## src/bh_pkg.sv

```systemverilog
// Shared types and constants for the byte histogram.
// No dependencies; imported by every module of the block but bh_ram.
`default_nettype none

package bh_pkg;

	// Fixed field widths and bin count
	localparam int unsigned BIN_W = 8;
	localparam int unsigned BINS  = 256;
	localparam int unsigned OUT_W = 32;

	// Request opcodes
	typedef enum logic {
		CMD_COUNT = 1'b0,
		CMD_READ  = 1'b1
	} cmd_t;

	// One decoded request as it sits in the front queue
	typedef struct packed {
		cmd_t             cmd;
		logic [BIN_W-1:0] bin;
	} req_t;

endpackage

`default_nettype wire

```

## src/bh_out.sv

```systemverilog
// Result queue: two entries between the back end and the result port.
// Depends on bh_pkg.
`default_nettype none

module bh_out (
	input  logic                     clk,
	input  logic                     arst_n,
	input  logic                     res_push,
	input  logic [bh_pkg::OUT_W-1:0] res_data,
	output logic                     res_full,
	output logic                     empty,
	input  logic                     pop,
	output logic [bh_pkg::OUT_W-1:0] bin_count
);
	import bh_pkg::*;

	localparam int unsigned DEPTH = 2;
	localparam int unsigned PTR_W = 1;

	logic [OUT_W-1:0] slot_q [DEPTH];
	logic [PTR_W-1:0] wr_ptr_q;
	logic [PTR_W-1:0] rd_ptr_q;
	logic [PTR_W:0]   count_q;
	logic             do_push;
	logic             do_pop;

	assign res_full  = (count_q == (PTR_W+1)'(DEPTH));
	assign empty     = (count_q == '0);
	assign do_push   = res_push && !res_full;
	assign do_pop    = pop && !empty;
	assign bin_count = slot_q[rd_ptr_q];

	// Queue storage
	always_ff @(posedge clk) begin
		if (do_push) begin
			slot_q[wr_ptr_q] <= res_data;
		end
	end

	// Pointers and fill level
	always_ff @(posedge clk or negedge arst_n) begin
		if (!arst_n) begin
			wr_ptr_q <= '0;
			rd_ptr_q <= '0;
			count_q  <= '0;
		end else begin
			if (do_push) begin
				wr_ptr_q <= wr_ptr_q + 1'b1;
			end
			if (do_pop) begin
				rd_ptr_q <= rd_ptr_q + 1'b1;
			end
			case ({do_push, do_pop})
				2'b10:   count_q <= count_q + 1'b1;
				2'b01:   count_q <= count_q - 1'b1;
				default: count_q <= count_q;
			endcase
		end
	end

endmodule

`default_nettype wire

```

## config.mk

```make
export PLATFORM = sky130hd
export DESIGN_NAME = bh_out
export DESIGN_NICKNAME = d
export VERILOG_FILES = /design/src/bh_pkg.sv /design/src/bh_out.sv
export SDC_FILE = /design/constraint.sdc
export NUM_CORES = 1
export LEC_CHECK = 0
export ABC_AREA = 1
export BUFFER_PORTS_ARGS = -buffer_cell sky130_fd_sc_hd__buf_4
export CAP_MARGIN = 5
export CELL_PAD_IN_SITES_DETAIL_PLACEMENT = 0
export CELL_PAD_IN_SITES_GLOBAL_PLACEMENT = 1
export CORE_ASPECT_RATIO = 0.7
export CORE_MARGIN = 2
export CORE_UTILIZATION = 25
export DETAILED_ROUTE_END_ITERATION = 6
export GPL_TIMING_DRIVEN = 1
export PLACE_DENSITY_LB_ADDON = 0.1
export SYNTH_ARGS = -nofsm -noshare
export SYNTH_HDL_FRONTEND = slang
export SYNTH_SLANG_ARGS = --single-unit
```

## constraint.sdc

```tcl
create_clock -name clk -period 2.9 [get_ports clk]
set_input_delay 0.29 -clock clk [delete_from_list [all_inputs] [get_ports clk]]
set_output_delay 0.29 -clock clk [all_outputs]
set_load 0.1 [all_outputs]
```

==> impl_metrics.csv, run 1 <==
group,metric,value,unit
run_status,outcome,"complete, no violations",
job,cap_violations,0,
floorplan,die_area,12600,um^2
route,drt_pass1_iterations,4,
timing,maxSlewViolCount,0,
cts,cts_buffer_depth,2,
logic_synthesis,synth.distinct_cells,18,
grt,grt_usage,0.1007,
cts,cts_tree,"yes",
setup_path,crit_required,2.61,ns
route,routed_wl,5717,um
timing,finalCritPeriodShare,0.6675,
timing,min_period,1.936,ns
floorplan,chipHeight,94.51,um
logic_synthesis,synth_mux_area_frac,0,
logic_synthesis,synth_top_family_by_area,"simple AND/OR/NAND/NOR gates",
grt,grt_overflow,0,
grt,grt_pass1_wl,9177,um
floorplan,start_util,0.2530,
timing,relSlewSlack,0.6685,
setup_path,rrSetupSlack,1.34,ns
final_layout,n_fill_cell,1184,
final_layout,antenna_cells,0,
setup_path,arrival,1.65,ns
grt,grt_max_degree,34,
cts,post_cts_resized,0,
cts,clock-sinks,68,
placed_design,io_buffers,69,
logic_synthesis,synthAdderAreaFrac,0.004277,
route,vias,1621,
placed_design,dp_hpwl,3826,um
setup_path,crit_start,"rd_ptr_q",
logic_synthesis,synth-compound-area-share,0.002994,
final_layout,register_area,2022,um^2
timing,fmax,516.6,MHz
cts,cts_htree_levels,3,
logic_synthesis,yosys.area_share.simple,0.2511,
cts,insertion_delay,0.32,ns
placed_design,place_ws,1.267,ns
grt,first_global_vias,1688,
route,ant_nets,0,
logic_synthesis,syn_area_per_cell,14.63,um^2
route,routed_via_density,3.684,
final_layout,multi_input_area,772.0,um^2
cts,cts_made_buffers,9,
timing,rsz0062_at_grt,"false",
worst_hold_path,hp-class,"input pin to flip-flop",
placed_design,gp_congestion,0.7031,
logic_synthesis,synth_nets,237,
route,drt_iter0_markers,60,
logic_synthesis,yosysWarnings,0,
floorplan,rows,33,
setup_path,reg2reg_from,"count_q[1]",
logic_synthesis,ys_ff_latch,68,
cts,clkTransAtPathRegs,0.05,ns
final_layout,nets,316,
logic_synthesis,synthTopCellsByArea,"edfxtp_1, nand2_4, nand2_2",
floorplan,fp.dieW,133.3,um
setup_path,cp_max_fo,33,
grt,antenna_found_initial,0,
timing,hold_violations,0,
floorplan,num_io_pins,70,
placed_design,dpl-instance-area,3591,um^2
timing,fin_tns_setup,0,ns
setup_path,worst_setup_path_start_kind,"flip-flop",
logic_synthesis,synth_top_area_share,0.6570,
logic_synthesis,synth_area,2925,um^2
setup_path,crit_type,"flip-flop to output pin",
worst_hold_path,holdCritStartpoint,"res_data[6]",
timing,worstMarginPinSlew,0.4973,ns
logic_synthesis,netlist_instances,200,
timing,fin_skew,0.006006,ns
cts,cts_setup_buffers,0,
cts,ctsRootBufferMaster,"clkbuf_16",
timing,final-setup-viol-count,0,
timing,postLayoutSetupSlackWorst,0.9644,ns
logic_synthesis,yosysTopAreaCell,"edfxtp_1",
logic_synthesis,ys_seq_area_frac,0.6912,
route,wl_per_cell,12.99,um
setup_path,critPathCaptureType,"output pin",
cts,holdBufCountCts,1,
final_layout,finalInstanceArea,3875,um^2
route,drc,0,
final_layout,area_growth,32.46,%
floorplan,core_area,11560,um^2
final_layout,drive_gt1_frac,0.5371,
logic_synthesis,synth-xor-area-share,0.002994,
worst paths after layout:
path,to,depth (start not counted)
min in group asynchronous,rd_ptr_q,2
min,slot_q[0][6],1
min reg2reg,count_q[1],2
max reg2reg,slot_q[1][29],4
max,bin_count[17],4
max in group asynchronous,count_q[0],2
layout make-up:
class / instances / area share
clock buffer: 11 / 0.06006
multi-input combinational: 115 / 0.1992
clock inverter: 4 / 0.01066
tap: 157 / 0.05069
timing repair buffer: 75 / 0.1459
inverter: 10 / 0.01162
sequential: 68 / 0.5218
per-stage QoR:
stage / hold WS [ns] / std cells / util
after floorplan: -0.005591 / 200 / -
after global placement: 0.09557 / 424 / 0.3106
after detailed placement: 0.09565 / 424 / 0.3106
after CTS: 0.1341 / 440 / 0.3352
after global routing: 0.1330 / 440 / 0.3352
final: 0.1521 / 440 / 0.3352
kinds of logic after synthesis:
group,after synthesis
and+or+nand+nor,112
DFF,68
buffers and inverters,17
AOI/OAI and AO/OA,1
xor gates and xnor gates,1
adders and majority gates,1
layout by cell type, fill, tap and decap left out, drive strengths merged:
master	synthesis	routed
buf	7	74
bufinv	0	1
clkbuf	0	11
clkinv	0	3
dfrtp	4	4
dlygate4sd3	0	1
edfxtp	64	64
ha	1	1
inv	10	10
nand2	106	106
nand3	3	3
nand4	1	1
nor2	2	2
o21ai	1	1
xnor2	1	1
Yosys cell counts:
cell type	n
nand2_1	44
nand4_1	1
inv_2	2
o21ai_2	1
nand2_2	32
buf_6	1
nand3_1	3
nor2_2	1
xnor2_1	1
buf_4	3
nand2_4	30
edfxtp_1	64
ha_1	1
buf_12	3
nor2_1	1
inv_8	1
dfrtp_1	4
inv_1	7
layer usage:
layer / routed length (um) / global-route usage / up-vias
met5: 0 / 0 / -
met4: 86 / 0.03723 / 0
met3: 414 / 0.04724 / 8
met2: 2414 / 0.1478 / 48
met1: 2802 / 0.1300 / 745
li1: - / - / 820
sequential cells by signal, indices dropped and copies added, names as in the netlist:
name	count
count_q	2
wr_ptr_q	1
slot_q	64
rd_ptr_q	1
critical path, cell delays in order (launching register included):
cell	delay, ns
dfrtp_1	0.44
inv_8	0.41
nand2_1	0.10
nand2_1	0.08
buf_4	0.28
Power of run 1 is not shown: default switching activity piles up to over one toggle a cycle in this logic, so the estimate is an artifact.
==> inputs of run 2 (changes only) <==
clock period = 1.95 ns   (was 2.9 ns; I/O delays follow)
==> impl_metrics.csv, run 2 (synthesis gave the netlist of run 1 again) <==
group,metric,value,unit
setup_path,r2r_cells,9,
worst_hold_path,holdPathStages,1,
setup_path,crit_type,"flip-flop to output pin",
timing,fin_skew,0.004943,ns
final_layout,regMostFlops,"slot_q",
timing,final-setup-viol-count,0,
timing,relSlewSlack,0.6693,
floorplan,rows,33,
route,routed_wl,5509,um
timing,maxSlewViolCount,0,
final_layout,antenna_cells,0,
grt,antenna_found_initial,0,
cts,cts_made_buffers,9,
timing,min_period,1.798,ns
timing,hold_violations,0,
grt,grt_max_degree,34,
cts,cts_tree,"yes",
final_layout,nets,315,
final_layout,drive_gt1_frac,0.5512,
cts,clkTransAtPathRegs,0.05,ns
route,wl_per_cell,12.52,um
setup_path,rrSetupSlack,0.50,ns
floorplan,chipHeight,94.51,um
setup_path,crit_required,1.75,ns
cts,cts_setup_buffers,0,
final_layout,n_fill_cell,1173,
route,vias,1614,
final_layout,multi_input_area,777.0,um^2
final_layout,layout_common_cells,"buf_4, edfxtp_1, nand2_1, nand2_2, nand2_4",
floorplan,start_util,0.2530,
route,routed_via_density,3.668,
placed_design,gp_congestion,0.6662,
cts,cts_buffer_depth,2,
grt,grt_usage,0.09612,
floorplan,num_io_pins,70,
timing,worstMarginPinSlew,0.4960,ns
final_layout,reg_top3,"slot_q (64), count_q (2)",
route,ant_nets,0,
timing,fmax,556.3,MHz
grt,grt_pass1_wl,8556,um
route,drt_pass1_iterations,3,
route,drc,0,
job,cap_violations,0,
run_status,outcome,"complete, no violations",
cts,cts_htree_levels,3,
setup_path,worst_setup_path_start_kind,"flip-flop",
floorplan,fp.dieW,133.3,um
floorplan,die_area,12600,um^2
floorplan,core_area,11560,um^2
cts,insertion_delay,0.33,ns
timing,rsz0062_at_grt,"false",
worst_hold_path,hp-class,"input pin to flip-flop",
placed_design,io_buffers,69,
cts,ctsRootBufferMaster,"clkbuf_16",
grt,first_global_vias,1626,
cts,clock-sinks,68,
final_layout,largest_reg_flops,64,
grt,grt_overflow,0,
timing,fin_tns_setup,0,ns
placed_design,dp_hpwl,3440,um
route,drt_iter0_markers,63,
setup_path,cp_max_fo,33,
timing,finalCritPeriodShare,0.9218,
final_layout,register_area,2023,um^2
final_layout,layout_commonest_cell,"buf_4",
final_layout,area_growth,33.88,%
setup_path,arrival,1.60,ns
setup_path,critPathCaptureType,"output pin",
[run 2: repair_timing]
item / in CTS / in global routing
hold buffers: 1 / 0
gates resized for setup: 0 / 0
endpoints found under the setup margin: 0 / 0
hold endpoints to repair: 4 / 0
[run 2: final timing paths]
path | from | endpoint
worst max-delay path | rd_ptr_q | bin_count[17]
worst min-delay path | res_data[19] | slot_q[1][19]
worst max register to register | count_q[1] | count_q[1]
worst min register to register | count_q[1] | count_q[1]
max in group asynchronous | arst_n | rd_ptr_q
min in group asynchronous | arst_n | count_q[1]
[run 2: routing by layer]
| layer | wire (um) | global-route usage | part of all wire |
|---|---|---|---|
| met4 | 87 | 0.04255 | 0.016 |
| met2 | 2536 | 0.1542 | 0.46 |
| met3 | 479 | 0.05099 | 0.087 |
| met5 | 0 | 0 | 0 |
| met1 | 2407 | 0.1074 | 0.44 |
[run 2: worst max-delay path: stages (launching register included)]
cell and delay [ns]:
dfrtp_2 0.44, inv_8 0.38, nand2_1 0.09, nand2_1 0.07, buf_4 0.28
[run 2: layout make-up]
cell class,instances,share of cell area
Sequential cell,68,0.5166
Timing Repair Buffer,74,0.1489
Clock inverter,7,0.01693
Tap cell,157,0.05016
Clock buffer,9,0.05751
Multi-Input combinational cell,115,0.1984
Inverter,10,0.01150
[run 2: metrics by stage]
stage	hold slack, ns	area [um^2]	instances	util	setup slack (ns)
3_5_place_dp	0.0006089	3615	423	0.3127	0.4616
6_report	0.04974	3916	440	0.3387	0.1524
3_3_place_gp	0.001382	3615	423	0.3127	0.4612
5_1_grt	0.03160	3916	440	0.3387	0.06943
4_1_cts	0.03345	3916	440	0.3387	0.1068
2_1_floorplan	-0.1006	2933	200	-	0.06613
Power of run 2 is left out for the same reason.
==> inputs of run 3 (changes only) <==
CORE_UTILIZATION = 43   (was 25)
CTS_CLUSTER_SIZE = 30   (was default)
==> impl_metrics.csv, run 3 (synthesis gave the netlist of run 1 again) <==
group,metric,value,unit
timing,hold_violations,0,
grt,grt_pass1_wl,7031,um
route,routed_wl,4672,um
timing,finalCritPeriodShare,0.9464,
setup_path,crit_type,"flip-flop to output pin",
run_status,outcome,"complete, no violations",
grt,grt_usage,0.1325,
cts,cts_buffer_depth,2,
route,drt_iter0_markers,74,
job,cap_violations,0,
cts,insertion_delay,0.34,ns
placed_design,io_buffers,69,
cts,clkTransAtPathRegs,0.07,ns
timing,final-setup-viol-count,0,
route,drc,0,
timing,rsz0062_at_grt,"false",
timing,min_period,1.846,ns
final_layout,nets,317,
route,vias,1621,
cts,cts_made_buffers,9,
setup_path,crit_required,1.75,ns
floorplan,core_area,6663,um^2
route,drt_pass1_iterations,4,
timing,fmax,541.9,MHz
cts,clock-sinks,68,
route,wl_per_cell,12.33,um
floorplan,fp.dieW,102.6,um
final_layout,layout_common_cells,"buf_4, edfxtp_1, nand2_1, nand2_2, nand2_4",
final_layout,drive_gt1_frac,0.5544,
timing,maxSlewViolCount,0,
floorplan,rows,25,
final_layout,multi_input_area,777.0,um^2
grt,use_met2,0.2084,
timing,fin_skew,0.008010,ns
timing,worstMarginPinSlew,0.4652,ns
grt,busiest_layer,"met2",
setup_path,cp_max_fo,33,
grt,met1_usage,0.1566,
route,routed_via_density,4.277,
final_layout,register_area,2022,um^2
setup_path,worst_setup_path_start_kind,"flip-flop",
placed_design,gp_congestion,0.7279,
placed_design,dp_hpwl,3025,um
final_layout,reg_top3,"slot_q (64), count_q (2)",
grt,grt_overflow,0,
route,ant_nets,0,
grt,first_global_vias,1530,
final_layout,largest_reg_flops,64,
setup_path,rrSetupSlack,0.50,ns
setup_path,critPathCaptureType,"output pin",
floorplan,num_io_pins,70,
timing,relSlewSlack,0.6899,
floorplan,start_util,0.4391,
setup_path,arrival,1.65,ns
grt,grt_max_degree,34,
final_layout,n_fill_cell,547,
timing,fin_tns_setup,0,ns
final_layout,antenna_cells,0,
worst_hold_path,hp-class,"input pin to flip-flop",
floorplan,die_area,7490,um^2
cts,cts_htree_levels,3,
cts,cts_tree,"yes",
cts,ctsRootBufferMaster,"clkbuf_8",
grt,use_met3,0.05651,
final_layout,area_growth,26.56,%
floorplan,chipHeight,73.01,um
grt,antenna_found_initial,0,
final_layout,layout_commonest_cell,"buf_4",
final_layout,regMostFlops,"slot_q",
run 3: cell types whose count changed in the layout (fill, tap and decap cells not counted), moves of 2 or more:
cell / change
buf_4: +4
clkbuf_16: -9
clkbuf_8: +9
clkinv_2: +2
clkinv_4: +2
buf_12: -2
run 3: per-layer routing:
metal / wire (um) / vias up
met1: 1988 / 742
met3: 306 / 11
met2: 2307 / 45
met4: 70 / 0
met5: 0 / -
li1: - / 823
run 3: final cells by class:
| cell class | count | share of cell area |
|---|---|---|
| Clock buffer | 9 | 0.03346 |
| Multi-Input combinational cell | 115 | 0.2099 |
| Timing Repair Buffer | 76 | 0.1548 |
| Inverter | 10 | 0.01217 |
| Sequential cell | 68 | 0.5461 |
| Tap cell | 94 | 0.03177 |
| Clock inverter | 7 | 0.01183 |
run 3: repair_timing:
action                    in CTS  in global routing
hold buffers                   1                  0
hold endpoints to repair       4                  0
buffers inserted               0                  0
gates resized for setup        0                  0
run 3: per-stage QoR:
step	util	cells	cell area, um^2	hold WS [ns]	setup slack (ns)
2_1_floorplan	-	200	2933	-0.1006	0.06613
3_3_place_gp	0.5290	362	3525	-0.0005149	0.4556
3_5_place_dp	0.5290	362	3525	-0.001641	0.4457
4_1_cts	0.5557	379	3702	0.006209	0.05731
5_1_grt	0.5557	379	3702	0.01179	0.02837
6_report	0.5557	379	3702	0.03214	0.1045
run 3: final timing paths:
kind / to / depth (start not counted) / startpoint
max: bin_count[17] / 4 / rd_ptr_q
min: slot_q[1][21] / 1 / res_data[21]
max reg2reg: slot_q[0][5] / 6 / count_q[1]
min reg2reg: count_q[1] / 2 / count_q[1]
max in group asynchronous: rd_ptr_q / 2 / arst_n
min in group asynchronous: count_q[1] / 2 / arst_n
run 3: worst max-delay path, cell delays in order, from the launching register on:
cell	delay [ns]
dfrtp_1	0.45
inv_8	0.38
nand2_1	0.10
nand2_1	0.09
buf_4	0.28
Power of run 3 is left out for the same reason.
