### src/bh_pkg.sv
// Shared types and constants for the byte histogram.
// No dependencies; imported by every module of the block but bh_ram.
`default_nettype none

package bh_pkg;

	// Fixed field widths and bin count
	localparam int unsigned BIN_W = 8;
	localparam int unsigned BINS  = 256;
	localparam int unsigned OUT_W = 32;

	// Request opcodes
	typedef enum logic {
		CMD_COUNT = 1'b0,
		CMD_READ  = 1'b1
	} cmd_t;

	// One decoded request as it sits in the front queue
	typedef struct packed {
		cmd_t             cmd;
		logic [BIN_W-1:0] bin;
	} req_t;

endpackage

`default_nettype wire

### src/bh_front.sv
// Front end: accepts requests, decodes the opcode and buffers them in a
// four-entry queue for the back end. Depends on bh_pkg.
`default_nettype none

module bh_front (
	input  logic                     clk,
	input  logic                     arst_n,
	input  logic                     push,
	output logic                     full,
	input  logic                     command,
	input  logic [bh_pkg::BIN_W-1:0] byte_value,
	output logic                     req_valid,
	output bh_pkg::req_t             req,
	input  logic                     req_pop
);
	import bh_pkg::*;

	localparam int unsigned DEPTH = 4;
	localparam int unsigned PTR_W = 2;

	req_t             slot_q [DEPTH];
	logic [PTR_W-1:0] wr_ptr_q;
	logic [PTR_W-1:0] rd_ptr_q;
	logic [PTR_W:0]   count_q;
	logic             do_push;
	logic             do_pop;
	req_t             new_req;

	assign full      = (count_q == (PTR_W+1)'(DEPTH));
	assign req_valid = (count_q != '0);
	assign do_push   = push && !full;
	assign do_pop    = req_pop && req_valid;
	assign req       = slot_q[rd_ptr_q];

	// Decode the incoming request
	always_comb begin
		new_req.cmd = cmd_t'(command);
		new_req.bin = byte_value;
	end

	// Queue storage
	always_ff @(posedge clk) begin
		if (do_push) begin
			slot_q[wr_ptr_q] <= new_req;
		end
	end

	// Pointers and fill level
	always_ff @(posedge clk or negedge arst_n) begin
		if (!arst_n) begin
			wr_ptr_q <= '0;
			rd_ptr_q <= '0;
			count_q  <= '0;
		end else begin
			if (do_push) begin
				wr_ptr_q <= wr_ptr_q + 1'b1;
			end
			if (do_pop) begin
				rd_ptr_q <= rd_ptr_q + 1'b1;
			end
			case ({do_push, do_pop})
				2'b10:   count_q <= count_q + 1'b1;
				2'b01:   count_q <= count_q - 1'b1;
				default: count_q <= count_q;
			endcase
		end
	end

endmodule

`default_nettype wire

### config.mk
export PLATFORM = sky130hd
export DESIGN_NAME = bh_front
export DESIGN_NICKNAME = d
export VERILOG_FILES = /design/src/bh_pkg.sv /design/src/bh_front.sv
export SDC_FILE = /design/constraint.sdc
export NUM_CORES = 1
export LEC_CHECK = 0
export ABC_AREA = 0
export BUFFER_PORTS_ARGS = -buffer_cell sky130_fd_sc_hd__buf_2
export CAP_MARGIN = 15
export CORE_MARGIN = 2
export CORE_UTILIZATION = 59
export CTS_CLUSTER_DIAMETER = 150
export DETAILED_ROUTE_END_ITERATION = 10
export PLACE_DENSITY = 0.84
export SYNTH_ARGS = -nofsm -noshare
export SYNTH_HDL_FRONTEND = slang
export SYNTH_SLANG_ARGS = --single-unit
### constraint.sdc
create_clock -name clk -period 6.21 [get_ports clk]
set_clock_uncertainty 0.2 [all_clocks]
set_input_delay 1.242 -clock clk [delete_from_list [all_inputs] [get_ports clk]]
set_output_delay 1.242 -clock clk [all_outputs]
set_load 0.05 [all_outputs]
==> results.py, run 1 <==
metrics = {
    "run_status": {
        "status": "finished clean",
    },
    "timing": {
        "fin_crit_ps": 3350,
        "slew_headroom": 0.5836,
        "hold_viol_final": 0,
        "rsz0062_at_grt": "no",
        "tns_ps": 0,
        "drv_slew": 0,
        "hold_slack_ps": 340.7,
        "fin_crit_sh": 0.5395,
        "tightest_slew_ps": 624.6,
        "setup_viol": 0,
        "fmax_ghz": 0.2985,
    },
    "yosys": {
        "yosys-top-cells-count": "36 x edfxtp_1, 9 x mux4_2, 7 x dfrtp_1, 7 x inv_1, 5 x ha_1",
        "synth-main-ff-cell": "edfxtp_1",
        "synth-simple-area-share": 0.03763,
        "synth_cells": 85,
        "syn_nets": 104,
        "ys_seq_elements": 43,
        "avgSynthCellArea_um2": 20.34,
        "ys_seq_area_frac": 0.7265,
        "synth.distinct_cells": 19,
        "synth_top_family_by_area": "multiplexers",
        "netlist.area_leader.share": 0.6252,
        "yosysTopAreaCell": "edfxtp_1",
        "ys_async_sr_fraction": 0.1628,
        "synth.cell_area_um2": 1729,
        "synth_compound_area_frac": 0.005789,
        "yosysMostFrequentCell": "edfxtp_1",
        "synth_xor_area_frac": 0.03039,
        "yosys_warnings": 0,
        "synth.area.mux_share": 0.1317,
        "synth-edff-count": 36,
        "netlist_top_cells_area": "edfxtp_1 63%, mux4_2 12%, dfrtp_1 10%",
        "synthAdderAreaFrac": 0.04776,
    },
    "setup_path": {
        "slowest_stage": "dfrtp_1",
        "start_kind": "flip-flop",
        "critPathLaunch": "rd_ptr_q[0]$_DFFE_PN0P_",
        "r2r-end": "count_q[2]$_DFFE_PN0P_",
        "endpoint": "req[5]",
        "crit_chain": "mux4_2 > buf_2",
        "reg2reg_setup_slack_ps": 3770,
        "path_class": "flip-flop to primary output",
        "crit_path_max_incr_delay_ps": 760,
        "end_kind": "primary output",
        "r2r-start": "count_q[0]$_DFFE_PN0P_",
        "crit_fanout": 11,
        "cp.required_ps": 4770,
        "crit_arrival_ps": 1910,
        "r2r_cells": 9,
    },
    "place": {
        "gp_congestion": 0.7485,
        "port_buffers": 23,
        "hpwl_mm": 1.891,
    },
    "floorplan": {
        "io_pins": 24,
        "core_region_area_um2": 2781,
        "placementRows": 19,
        "fp.dieArea_um2": 3380,
        "die_x_um": 58.14,
        "start_util": 0.6217,
        "die_y_um": 58.14,
    },
    "power": {
        "power_density_nw_per_um2": 529.0,
        "power.total_mw": 1.029,
        "p_sw_frac": 0.3932,
        "vdd_drop_max_mv": 0.4293,
        "clkPwrFrac": 0.158,
        "p_switching_mw": 0.4047,
        "comb_power_share": 0.402,
        "p_leak_nw": 0.7530,
        "internal-power_mw": 0.6246,
        "pwr-share-seq": 0.440,
    },
    "drt": {
        "ant_nets": 0,
        "routedWlPerCell_um": 18.33,
        "drt-pass1-iter-count": 4,
        "num_vias": 811,
        "drt-total-wl_mm": 2.640,
        "viasPerCell": 5.632,
        "drc": 0,
        "drt_iter0_drc": 23,
    },
    "run": {
        "cap_violations": 0,
    },
    "global_route": {
        "grtUsageTotal": 0.1822,
        "grt-ovfl-total": 0,
        "antenna_found_initial": 0,
        "grt_pass1_vias": 888,
        "grt_pass1_wl_mm": 4.250,
        "grt_max_degree": 13,
    },
    "clock_network": {
        "cts_root_buffer": "clkbuf_4",
        "hold_buffers": 0,
        "post-cts-setup-buffers": 0,
        "cts_sinks": 43,
        "clk_pin_slew_ps": 100,
        "cts_tree": "yes",
        "htree_levels": 2,
        "post_cts_resized": 0,
        "numCtsBuffers": 5,
        "clockBufferDepth": 2,
        "clk_latency_ps": 340,
    },
    "worst_hold_path": {
        "hp-class": "flip-flop to flip-flop",
    },
    "cells_and_area": {
        "syn_to_final_growth_pct": 12.52,
        "drive_gt1_frac": 0.4159,
        "final_nets": 132,
        "nFillCells": 181,
        "antenna_cells": 0,
    },
}
cell usage in the layout (no fill, tap or decap):
cell	count
edfxtp_1	36
o31a_2	1
xor2_1	3
mux4_2	9
inv_1	7
clkbuf_1	1
bufinv_16	1
nand2_1	1
fa_1	1
clkbuf_4	5
dfrtp_1	7
or3_2	1
mux2i_1	1
nor2_1	1
mux2_4	1
and3_2	4
xnor2_1	3
ha_1	5
and2_4	1
buf_2	23
or3b_4	1
sequential cells by signal (all words and copies together), names as in the netlist:
signal    flops
rd_ptr_q      2
count_q       3
slot_q       36
wr_ptr_q      2
worst min-delay path by stage:
stage                           start                     end  slack, ps  cells past startpoint
5_1_grt        count_q[2]$_DFFE_PN0P_  count_q[2]$_DFFE_PN0P_        360                      1
2_1_floorplan  count_q[2]$_DFFE_PN0P_  count_q[2]$_DFFE_PN0P_        270                      1
3_3_place_gp   count_q[2]$_DFFE_PN0P_  count_q[2]$_DFFE_PN0P_        300                      1
6_report       count_q[2]$_DFFE_PN0P_  count_q[2]$_DFFE_PN0P_        340                      1
4_1_cts        count_q[2]$_DFFE_PN0P_  count_q[2]$_DFFE_PN0P_        340                      1
3_5_place_dp   count_q[2]$_DFFE_PN0P_  count_q[2]$_DFFE_PN0P_        330                      1
stage by stage:
step	cells	setup WS, ps	util	cell area [um2]
floorplan	85	3458	-	1729
global placement	137	3216	0.6739	1874
detailed placement	137	3194	0.6739	1874
CTS	144	2805	0.6995	1946
global route	144	2729	0.6995	1946
finish	144	2860	0.6995	1946
worst max-delay path, delay by kind of cell (launching register included):
kind	cells	cell delay [ps]
mux	1	590
buf+inv	1	230
flops	1	760
per-layer routing:
metal  vias up  global-route usage  wire, um
li1        378                   -         -
met1       404              0.2176      1018
met2        22              0.2987      1437
met3         7             0.06920       137
met4         0             0.07641        47
met5         -                   0         0
power by group through the flow:
stage	clock (mW)	sequential (mW)	combinational [mW]
after global routing	0.179	0.462	0.444
after detailed placement	0	0.461	0.420
after global placement	0	0.453	0.406
final	0.163	0.453	0.414
after CTS	0.166	0.454	0.420
after floorplan	0	0.418	0.369
kinds of logic (layout without fill, tap and decap cells):
logic type	Yosys count	in the layout
flip-flops	43	43
multiplexers	11	11
AND/OR/NAND/NOR	9	9
buffers and inverters	9	37
adder cells (fa/ha/maj)	6	6
XOR/XNOR	6	6
AO/OA/AOI/OAI	1	1
final cells by class:
class                      count  area, um2  area share
timing repair buffer          23      115.1     0.05916
inverter                       7      26.28     0.01350
clock inverter                 1      30.03     0.01543
sequential                    43       1256      0.6457
clock buffer                   6      41.29     0.02122
tap                           31      38.79     0.01994
multi-input combinational     33      437.9      0.2251
(Power assumes the default switching activity.)
==> inputs of run 2 (changes only) <==
- CORE_UTILIZATION: 59 -> 55
- PLACE_DENSITY: 0.84 -> 0.79
- clock period: 6.21 -> 3.09 ns (I/O delays scaled with it)
==> run 2 against run 1 <==
Effect of this change: final cell count is 10% higher; die area is 6.8% higher; final area is 1.6% higher; register-to-register slack worse by 3100 ps; largest cell class unchanged.
==> results.py, run 2 (synthesis gave the netlist of run 1 again) <==
metrics = {
    "clock_network": {
        "clk_pin_slew_ps": 120,
        "cts_sinks": 43,
        "post_cts_resized": 0,
        "clockBufferDepth": 2,
        "clk_latency_ps": 350,
        "cts_tree": "yes",
        "htree_levels": 2,
        "numCtsBuffers": 5,
        "cts_root_buffer": "clkbuf_4",
    },
    "place": {
        "dp_cells": 150,
        "place_ws_ps": 701.1,
        "port_buffers": 23,
        "gp_congestion": 0.6802,
        "hpwl_mm": 1.862,
    },
    "cells_and_area": {
        "antenna_cells": 0,
        "drive_gt1_frac": 0.4174,
        "final_nets": 133,
        "top_register": "slot_q",
        "final_cell_mix": "36 x edfxtp_1, 23 x buf_2, 9 x mux4_2",
        "largest_reg_flops": 36,
        "reg_top3": "slot_q: 36 flops, count_q: 3 flops",
        "fin_util": 0.6529,
        "fin_cells": 159,
        "mostFrequentLayoutCell": "edfxtp_1",
        "syn_to_final_growth_pct": 14.33,
    },
    "timing": {
        "fin_crit_ps": 2747,
        "setup_ws_ps": 343.4,
        "fin_crit_sh": 0.8889,
        "tns_ps": 0,
        "fmax_ghz": 0.3641,
        "drv_slew": 0,
        "tightest_slew_ps": 636.3,
        "setup_viol": 0,
        "slew_headroom": 0.5758,
        "hold_viol_final": 0,
        "rsz0062_at_grt": "no",
    },
    "floorplan": {
        "core_region_area_um2": 3028,
        "die_y_um": 60.07,
        "io_pins": 24,
        "start_util": 0.5711,
        "fp.dieArea_um2": 3608,
        "placementRows": 20,
        "die_x_um": 60.07,
    },
    "global_route": {
        "grtUsageTotal": 0.1755,
        "grt_max_degree": 14,
        "grt-ovfl-total": 0,
        "grt_pass1_wl_mm": 4.209,
        "grt_pass1_vias": 859,
        "antenna_found_initial": 0,
    },
    "setup_path": {
        "start_kind": "flip-flop",
        "critPathLaunch": "rd_ptr_q[0]$_DFFE_PN0P_",
        "end_kind": "primary output",
        "crit_fanout": 11,
        "crit_chain": "mux4_2 > buf_2",
        "reg2reg_setup_slack_ps": 690,
        "cp.required_ps": 2270,
        "path_class": "flip-flop to primary output",
        "r2r-start": "count_q[0]$_DFFE_PN0P_",
        "crit_path_max_incr_delay_ps": 770,
        "path_delay_family": "flip-flops",
        "path_buf_inv": 1,
        "slowest_stage": "dfrtp_1",
        "crit_arrival_ps": 1930,
    },
    "power": {
        "power_density_nw_per_um2": 1053,
        "vdd_drop_max_mv": 0.5167,
        "p_leak_nw": 0.7614,
    },
    "run_status": {
        "status": "finished clean",
    },
    "run": {
        "cap_violations": 0,
    },
    "drt": {
        "num_vias": 826,
        "drc": 0,
        "ant_nets": 0,
        "routedWlPerCell_um": 17.06,
        "viasPerCell": 5.195,
        "drt-total-wl_mm": 2.713,
        "drt_iter0_drc": 28,
        "drt-pass1-iter-count": 4,
    },
    "worst_hold_path": {
        "hold_start": "byte_value[0]",
        "hp-class": "input pin to flip-flop",
    },
}
-- run 2: cell count changes in the layout (fill, tap and decap cells not counted) --
cell / delta
clkbuf_1: -1
dlygate4sd3_1: +1
clkinv_1: +1
clkinv_2: +1
-- run 2: final cells by class --
cell class              count  area (um2)
repair buffers             24       125.1
well taps                  44       55.05
inverters                   7       26.28
clock buffers               5       37.54
fillers                   204        1051
multi-input cells          33       437.9
clock inverters             3       38.79
flip-flops and latches     43        1256
-- run 2: worst reg2reg max path, stage by stage, from the launching register on --
cell	delay, ps
dfrtp_1	440
or3b_4	440
and2_4	190
inv_1	60
ha_1	170
inv_1	60
fa_1	370
xor2_1	150
nor2_1	110
xor2_1	150
-- run 2: stage by stage --
step	hold WS, ps	instance area [um2]	power [mW]
global route	268.4	1977	2.187
global placement	253.1	1891	1.731
CTS	266.3	1977	2.103
detailed placement	258.4	1891	1.765
floorplan	122.4	1729	1.581
finish	277.0	1977	2.081
-- run 2: layer usage --
layer	part of all wire	up-vias	wire, um	global-route usage
met3	0.050	5	135	0.05844
li1	-	388	-	-
met2	0.54	23	1469	0.3012
met5	0	-	0	0
met1	0.39	410	1060	0.2033
met4	0.017	0	47	0.06667
-- run 2: timing repair --
| item | in CTS | in global routing |
|---|---|---|
| hold buffers | 1 | 0 |
| endpoints found under the hold margin | 7 | 0 |
| buffers inserted | 0 | 0 |
-- run 2: where the power goes --
group / switching [mW] / internal, mW
Sequential: 0.126 / 0.783
Clock: 0.172 / 0.166
Combinational: 0.528 / 0.305
Total: 0.826 / 1.25
-- run 2: worst paths after layout --
kind,endpoint,cells after the start
hold reg to reg,count_q[2]$_DFFE_PN0P_,1
max in group asynchronous,count_q[0]$_DFFE_PN0P_,2
setup / recovery,req[7],2
min in group asynchronous,wr_ptr_q[1]$_DFFE_PN0P_,2
setup reg to reg,count_q[2]$_DFFE_PN0P_,9
hold / removal,slot_q[3][0]$_DFFE_PP_,1
==> inputs of run 3 (changes only) <==
- GPL_TIMING_DRIVEN: unset -> 0
- MAX_ROUTING_LAYER: unset -> met4
==> run 3 against run 2 <==
Effect of this change: via count rose by 1.3%; clock-buffer cell count stayed put; global-route usage up 0.20 points.
==> results.py, run 3 (synthesis gave the netlist of run 1 again) <==
metrics = {
    "global_route": {
        "grt_pass1_wl_mm": 4.133,
        "grt-ovfl-total": 0,
        "grtUsageTotal": 0.1775,
        "antenna_found_initial": 0,
        "grt_pass1_vias": 907,
        "grt_max_degree": 14,
    },
    "timing": {
        "hold_viol_final": 0,
        "tns_ps": 0,
        "fmax_ghz": 0.3739,
        "fin_crit_sh": 0.8656,
        "slew_headroom": 0.5947,
        "drv_slew": 0,
        "tightest_slew_ps": 608.0,
        "rsz0062_at_grt": "no",
        "setup_viol": 0,
        "fin_crit_ps": 2675,
    },
    "drt": {
        "num_vias": 837,
        "ant_nets": 0,
        "drt-pass1-iter-count": 4,
        "drt-total-wl_mm": 2.679,
        "drc": 0,
        "drt_iter0_drc": 12,
        "viasPerCell": 5.199,
        "routedWlPerCell_um": 16.64,
    },
    "run_status": {
        "status": "finished clean",
    },
    "setup_path": {
        "cp.required_ps": 2270,
        "path_delay_family": "buffers and inverters",
        "crit_fanout": 10,
        "reg2reg_setup_slack_ps": 660,
        "start_kind": "flip-flop",
        "crit_chain": "buf_2 > mux4_2 > buf_2",
        "crit_arrival_ps": 1860,
        "path_buf_inv": 2,
        "crit_top_cell": "buf_2",
        "end_kind": "primary output",
        "path_class": "flip-flop to primary output",
        "crit_path_max_incr_delay_ps": 560,
        "slowest_stage": "mux4_2",
    },
    "floorplan": {
        "fp.dieArea_um2": 3608,
        "placementRows": 20,
        "die_y_um": 60.07,
        "die_x_um": 60.07,
        "start_util": 0.5711,
        "core_region_area_um2": 3028,
        "io_pins": 24,
    },
    "clock_network": {
        "cts_sinks": 43,
        "hold_buffers": 1,
        "cts_root_buffer": "clkbuf_4",
        "numCtsBuffers": 5,
        "post-cts-setup-buffers": 0,
        "clk_pin_slew_ps": 130,
        "post_cts_resized": 0,
        "clk_latency_ps": 350,
        "cts_tree": "yes",
        "htree_levels": 2,
        "clockBufferDepth": 2,
    },
    "run": {
        "cap_violations": 0,
    },
    "worst_hold_path": {
        "hp-class": "input pin to flip-flop",
    },
    "power": {
        "vdd_drop_max_mv": 0.6321,
        "power_density_nw_per_um2": 1026,
        "p_leak_nw": 0.7502,
    },
    "cells_and_area": {
        "final_nets": 135,
        "syn_to_final_growth_pct": 13.46,
        "largest_reg_flops": 36,
        "top_register": "slot_q",
        "final_cell_mix": "36 x edfxtp_1, 24 x buf_2, 9 x mux4_2",
        "reg_top3": "slot_q: 36 flops, count_q: 3 flops",
        "mostFrequentLayoutCell": "edfxtp_1",
        "fin_cells": 161,
        "antenna_cells": 0,
        "drive_gt1_frac": 0.4103,
    },
    "place": {
        "dp_cells": 152,
        "hpwl_mm": 1.874,
        "gp_congestion": 0.7134,
        "port_buffers": 23,
    },
}
run 3: metal layers:
layer	part of all wire	track usage
met3	0.045	0.06710
met4	0.016	0.06667
met5	0	-
met1	0.40	0.1837
met2	0.54	0.3043
run 3: report_power, final:
group	internal, mW	switching [mW]	leakage [nW]
registers	0.784	0.0636	0.411
clock network	0.0835	0.175	0.0263
logic	0.314	0.595	0.312
total	1.18	0.833	0.750
run 3: path summary, 6_finish.rpt:
check / startpoint / end / cells past startpoint
setup / recovery: rd_ptr_q[0]$_DFFE_PN0P_ / req[4] / 3
hold / removal: byte_value[0] / slot_q[2][0]$_DFFE_PP_ / 1
setup reg to reg: count_q[0]$_DFFE_PN0P_ / count_q[2]$_DFFE_PN0P_ / 9
hold reg to reg: count_q[2]$_DFFE_PN0P_ / count_q[2]$_DFFE_PN0P_ / 1
max in group asynchronous: arst_n / rd_ptr_q[1]$_DFFE_PN0P_ / 2
min in group asynchronous: arst_n / count_q[2]$_DFFE_PN0P_ / 2
run 3: cell type report:
cell class / instances / area [um2]
buffer: 2 / 8.758
fill: 215 / 1066
clock buffer: 5 / 37.54
clock inverter: 3 / 15.01
timing repair buffer: 24 / 125.1
inverter: 7 / 26.28
multi-input combinational: 33 / 437.9
tap: 44 / 55.05
sequential: 43 / 1256
run 3: metrics by stage:
stage / worst slack [ps] / hold WS (ps) / total power [mW] / cell area (um2) / util
after floorplan: 814.7 / 122.4 / 1.581 / 1729 / -
after global placement: 721.4 / 257.5 / 1.738 / 1899 / 0.6273
after detailed placement: 684.9 / 257.8 / 1.786 / 1899 / 0.6273
after CTS: 377.3 / 263.2 / 2.036 / 1962 / 0.6479
after global routing: 296.5 / 245.5 / 2.126 / 1962 / 0.6479
final: 415.2 / 267.6 / 2.014 / 1962 / 0.6479
